## src/sv/cwcm_div.sv

```systemverilog
// Pipelined restoring divider, one quotient bit per stage, side data carried along.
// Depends on nothing; used for the angle, tangent and secant quotients.
module cwcm_div #(
  parameter int NUM_W  = 43,
  parameter int DEN_W  = 16,
  parameter int QUO_W  = 31,
  parameter int SIDE_W = 1
) (
  input  logic              clk,
  input  logic              rst,
  input  logic              en,
  input  logic              vin,
  input  logic [NUM_W-1:0]  num,
  input  logic [DEN_W-1:0]  den,
  input  logic [SIDE_W-1:0] side,
  output logic              vout,
  output logic [QUO_W-1:0]  quo,
  output logic [SIDE_W-1:0] side_out
);
  localparam int CW = (NUM_W > DEN_W + QUO_W) ? NUM_W : DEN_W + QUO_W;

  logic              v   [1:QUO_W];
  logic [CW-1:0]     rem [1:QUO_W];
  logic [DEN_W-1:0]  dv  [1:QUO_W];
  logic [QUO_W-1:0]  qv  [1:QUO_W];
  logic [SIDE_W-1:0] sv  [1:QUO_W];

  for (genvar i = 0; i < QUO_W; i++) begin : g_bit
    localparam int B = QUO_W - 1 - i;
    logic              cur_v;
    logic [CW-1:0]     cur_rem;
    logic [DEN_W-1:0]  cur_den;
    logic [QUO_W-1:0]  cur_q;
    logic [SIDE_W-1:0] cur_side;
    logic [CW-1:0]     sub;
    logic              ge;

    if (i == 0) begin : g_first
      assign cur_v    = vin;
      assign cur_rem  = CW'(num);
      assign cur_den  = den;
      assign cur_q    = '0;
      assign cur_side = side;
    end else begin : g_next
      assign cur_v    = v[i];
      assign cur_rem  = rem[i];
      assign cur_den  = dv[i];
      assign cur_q    = qv[i];
      assign cur_side = sv[i];
    end

    assign sub = CW'(cur_den) << B;
    assign ge  = cur_rem >= sub;

    always_ff @(posedge clk) begin
      if (rst) begin
        v[i+1] <= 1'b0;
      end else if (en) begin
        v[i+1] <= cur_v;
      end
    end

    always_ff @(posedge clk) begin
      if (en) begin
        rem[i+1] <= ge ? cur_rem - sub : cur_rem;
        dv[i+1]  <= cur_den;
        qv[i+1]  <= cur_q | (QUO_W'(ge) << B);
        sv[i+1]  <= cur_side;
      end
    end
  end

  assign vout     = v[QUO_W];
  assign quo      = qv[QUO_W];
  assign side_out = sv[QUO_W];

endmodule

```

## config.mk

```make
export PLATFORM = sky130hd
export DESIGN_NAME = cwcm_div
export DESIGN_NICKNAME = d
export VERILOG_FILES = /design/src/sv/cwcm_div.sv
export SDC_FILE = /design/constraint.sdc
export NUM_CORES = 2
export LEC_CHECK = 0
export ABC_CLOCK_PERIOD_IN_PS = 5500
export BUFFER_PORTS_ARGS = -buffer_cell sky130_fd_sc_hd__buf_2
export CAP_MARGIN = 20
export CELL_PAD_IN_SITES_DETAIL_PLACEMENT = 1
export CELL_PAD_IN_SITES_GLOBAL_PLACEMENT = 2
export CORE_AREA = 4 4 438 548
export CTS_CLUSTER_DIAMETER = 150
export DETAILED_ROUTE_END_ITERATION = 6
export DIE_AREA = 0 0 442 552
export PLACE_DENSITY = 0.9
export SETUP_SLACK_MARGIN = 0.3
export SLEW_MARGIN = 15
export SYNTH_ARGS = -nofsm -noshare
export SYNTH_HDL_FRONTEND = slang
export SYNTH_SLANG_ARGS = --single-unit
```

## constraint.sdc

```tcl
create_clock -name clk -period 5.5 [get_ports clk]
set_input_delay 1.1 -clock clk [delete_from_list [all_inputs] [get_ports clk]]
set_output_delay 1.1 -clock clk [all_outputs]
set_load 0.03 [all_outputs]
```

==> After elaboration in Yosys (flattened, before gate mapping) <==
Memory sizes are Yosys's and may differ from the RTL's.
Cells that the tools add are included.
{ "word_totals": {"ramBits": 2976, "n_memories": 5, "out_inout_bits": 33, "regBits": 0, "wordCells": 196, "in_bits": 64} }
{ "op_classes": {"n_bitwise": 61, "add_sub_neg": 31, "n_mux": 68, "magnitude_cmp": 31} }
{ "mem_list": {"columns": ["name", "depth", "word_bits", "rd", "rd_ports_with_merged_regs", "write_ports", "line_no", "rtl"], "rows": [
  ["rem", 31, 47, 30, 0, 31, "23", "logic [CW-1:0] rem [1:QUO_W];"],
  ["qv", 31, 31, 31, 0, 31, "25", "logic [QUO_W-1:0] qv [1:QUO_W];"],
  ["dv", 31, 16, 30, 0, 31, "24", "logic [DEN_W-1:0] dv [1:QUO_W];"],
  ["sv", 31, 1, 31, 0, 31, "26", "logic [SIDE_W-1:0] sv [1:QUO_W];"],
  ["v", 31, 1, 31, 0, 31, "22", "logic v [1:QUO_W];"]
]} }
{ "op_table": {"columns": ["op", "count"], "rows": [
  ["2-to-1 mux 47 bit", 31],
  ["greater-or-equal comparator 47 x 16 -> 1 bit", 1],
  ["greater-or-equal comparator 47 x 17 -> 1 bit", 1],
  ["greater-or-equal comparator 47 x 18 -> 1 bit", 1],
  ["greater-or-equal comparator 47 x 19 -> 1 bit", 1],
  ["greater-or-equal comparator 47 x 20 -> 1 bit", 1],
  ["greater-or-equal comparator 47 x 21 -> 1 bit", 1],
  ["greater-or-equal comparator 47 x 22 -> 1 bit", 1],
  ["greater-or-equal comparator 47 x 23 -> 1 bit", 1],
  ["greater-or-equal comparator 47 x 24 -> 1 bit", 1],
  ["greater-or-equal comparator 47 x 25 -> 1 bit", 1],
  ["greater-or-equal comparator 47 x 26 -> 1 bit", 1],
  ["greater-or-equal comparator 47 x 27 -> 1 bit", 1],
  ["greater-or-equal comparator 47 x 28 -> 1 bit", 1],
  ["greater-or-equal comparator 47 x 29 -> 1 bit", 1],
  ["greater-or-equal comparator 47 x 30 -> 1 bit", 1],
  ["greater-or-equal comparator 47 x 31 -> 1 bit", 1],
  ["greater-or-equal comparator 47 x 32 -> 1 bit", 1],
  ["greater-or-equal comparator 47 x 33 -> 1 bit", 1],
  ["greater-or-equal comparator 47 x 34 -> 1 bit", 1],
  ["greater-or-equal comparator 47 x 35 -> 1 bit", 1],
  ["greater-or-equal comparator 47 x 36 -> 1 bit", 1],
  ["greater-or-equal comparator 47 x 37 -> 1 bit", 1],
  ["greater-or-equal comparator 47 x 38 -> 1 bit", 1],
  ["71 further kinds", 137]
]} }

==> Logic depth before layout (Yosys ltp) <==
{ "logic_depth": {"word_depth": 4, "mapped_depth": 15, "ltp_nobuf": 14} }

==> Least setup slack after synthesis <==
Ideal clock, no wire load.
{ "synth_timing": {"kind": "input to register", "startpoint": "input port den[1]", "endpoint": "memory rem[1][36] (netlist name) (data pin)", "n_path_buf": 1, "t_required_ps": 5240, "setup_slack_ps": 1858, "path_stages": 12, "setup_time_ps": 260, "t_arrival_ps": 3382, "path_cell_list": "inv_1 ha_1 nor2b_1 o21ai_0 a21oi_1 o21ai_0 o21ai_0 nor3_1 nor2_1 o21ai_1 clkbuf_1 mux2_2"} }
{ "synth_rtl": {"columns": ["item", "line_no", "rtl"], "rows": [
  ["start: declaration", "14", "input logic [DEN_W-1:0] den,"],
  ["end: declaration", "23", null]
]} }

==> results_dict.tcl <==
set metrics [dict create \
    path_clk_slew_ns 0.07 \
    hold_buffers 0 \
    synth_ff_type "edfxtp_1" \
    status "finished clean" \
    avgSynthCellArea_um2 12.93 \
    htree_levels 4 \
    grt-ovfl-total 0 \
    max_freq_mhz 227.7 \
    setup_viol 0 \
    post_drt_wl_per_cell_um 23.02 \
    synth_seq_cells 2448 \
    worst_slew_margin_rel_pct 29.27 \
    post_cts.repair.setup_buffers 0 \
    cts_made_buffers 242 \
    firstDrtPassIters 5 \
    timing.hold.ws_ns 0.3694 \
    final_common_cell "edfxtp_1" \
    cts.repair.resized 0 \
    pre_cts_ws_ns 1.203 \
    tightest_slew_ns 1.051 \
    nets 9717 \
    synthTopCellsByArea "edfxtp_1 (64%), ha_1 (5.4%), xor2_1 (3.1%), xnor2_1 (2.8%), inv_1 (2.1%)" \
    rows 199 \
    crit_required_ns 6.04 \
    gp_congestion 0.9307 \
    ff2ff_path_depth 12 \
    powerDensity_mw_per_mm2 466.0 \
    worstPathArrival_ns 4.93 \
    ios 97 \
    io_buffer_count 96 \
    drt_wl_total_um 286700 \
    rsz0062_at_grt "false" \
    grt_pass1_wl_um 444100 \
    synthToLayoutAreaGrowth_pct 10.90 \
    grt_pass1_vias 77380 \
    vias 71180 \
    r2r_slack_ns 1.11 \
    grt_max_degree 177 \
    detailed_place_hpwl_um 213300 \
    worstHoldPathCells 1 \
    synth-async-reset-ratio_pct 0 \
    die_height_um 552 \
    fin_ws_ns 1.109 \
    synth_cell_types 92 \
    layout-drive-gt1-share_pct 7.767 \
    final_cells 12450 \
    drv_cap 0 \
    synth_edf_count 2448 \
    chipWidth_um 442 \
    final_cell_mix "edfxtp_1 (2,448), inv_1 (642), nor2_1 (594)" \
    grt_usage_pct 23.04 \
    synth.largest_area_cell "edfxtp_1" \
    fin_crit_sh_pct 79.84 \
    core_mm2 0.2348 \
    cts_tree "done" \
    drv_slew 0 \
    fin_skew_ns 0.1092 \
    cp-start-kind "flop" \
    clock-sinks 2448 \
    remaining_drc_errors 0 \
    min_period_ns 4.391 \
    antenna_found_initial 11 \
    syn_area_mm2 0.1145 \
    yosysSeqAreaShare_pct 64.22 \
    fin_tns_setup_ns 0 \
    hp-class "in2reg" \
    fillers 23430 \
    leakagePower_uw 0.04660 \
    crit_type "reg2reg" \
    start_util_pct 48.75 \
    syn-num-nets 9440 \
    drt-vias-per-instance 5.716 \
    synth_top_cell_area_share_pct 64.22 \
    peakVddDrop_uv 342.6 \
    total_power_uw 59150 \
    antenna_left 0 \
    hold_viol_final 0 \
    clockRootBuffer "clkbuf_16" \
    clockBufferDepth 4 \
    yosysWarningCount 0 \
    setup.worst_path.end_class "flop" \
    drtIter0Drc 4670 \
    synthCells 8853 \
    place_inst 12000 \
    dieArea_mm2 0.2440 \
    clock_latency_ns 0.93 \
    crit_fanout 5 \
]
[synthesized netlist by cell type, types with 34 or more instances]
cell	number
o31ai_1	58
nand2b_1	110
edfxtp_1	2448
a21o_1	191
inv_1	642
mux2_2	97
nor4_1	237
nand3b_1	34
nor2b_1	98
a211oi_1	49
o21ai_0	467
and2_1	57
nor3_1	256
and3_1	37
or4_1	61
ha_1	493
nor2_1	596
or2_2	53
a31oi_1	43
a21oi_1	481
o21bai_1	36
nand4_1	104
nor4b_1	35
xor2_1	410
nand3_1	136
nand2_1	585
o21a_1	90
clkbuf_1	138
xnor2_1	370
or3_1	76
[where the power goes]
group,internal (uW),switching (uW)
registers,24500,2310
clock network,9280,7020
logic,6530,9520
total,40300,18900
[kinds of logic after synthesis]
family                     synth area share (%)
and+or+nand+nor                           11.42
DFF                                       64.22
AOI/OAI and AO/OA                         8.795
buffers and inverters                     2.645
xor gates and xnor gates                  5.968
adders and majority gates                 5.914
muxes                                     1.037
[area by class of cell]
cell class              instances  area [um2]  area share, %
multi-input cells            5605       38000          29.94
clock inverters               138        1416          1.116
repair buffers                187        1380          1.087
well taps                    3115        3897          3.070
diodes                         16       40.04        0.03154
flip-flops and latches       2448       73510          57.91
clock buffers                 297        6262          4.933
inverters                     646        2425          1.910
[sequential cells by signal (all words and copies together) (netlist names)]
name  flops
rem    1410
sv       31
dv      480
v        31
qv      496
[path summary, 6_finish.rpt]
check	end	from
worst min register to register	qv[4][113]	qv[4][82]
worst max-delay path	rem[20][33]	rem[19][11]
worst min-delay path	dv[1][8]	den[8]
worst max register to register	rem[20][33]	rem[19][11]
[per-layer routing]
metal  share of wire [%]  track usage [%]
met1                  35            24.24
met2                  56            45.23
met3                 3.3            2.583
met4                 5.4            10.84
met5              0.0094                0
[metrics by stage]
| step | instance area [um2] | utilization, % |
|---|---|---|
| global route | 126900 | 54.06 |
| detailed placement | 119200 | 50.77 |
| global placement | 119200 | 50.75 |
| floorplan | 114500 | - |
| CTS | 126900 | 54.04 |
| finish | 126900 | 54.06 |
[worst max-delay path, cell delays in order (launching register included)]
cell and delay [ns]:
edfxtp_1 0.41, inv_1 0.10, ha_1 0.18, inv_1 0.07, fa_1 0.43, a211o_1 0.34
a2111oi_0 0.63, o21ai_0 0.29, a41o_1 0.39, a21o_1 0.27, or2_2 0.32, a2111oi_0 0.48
xor2_1 0.13
(Power assumes the default switching activity.)
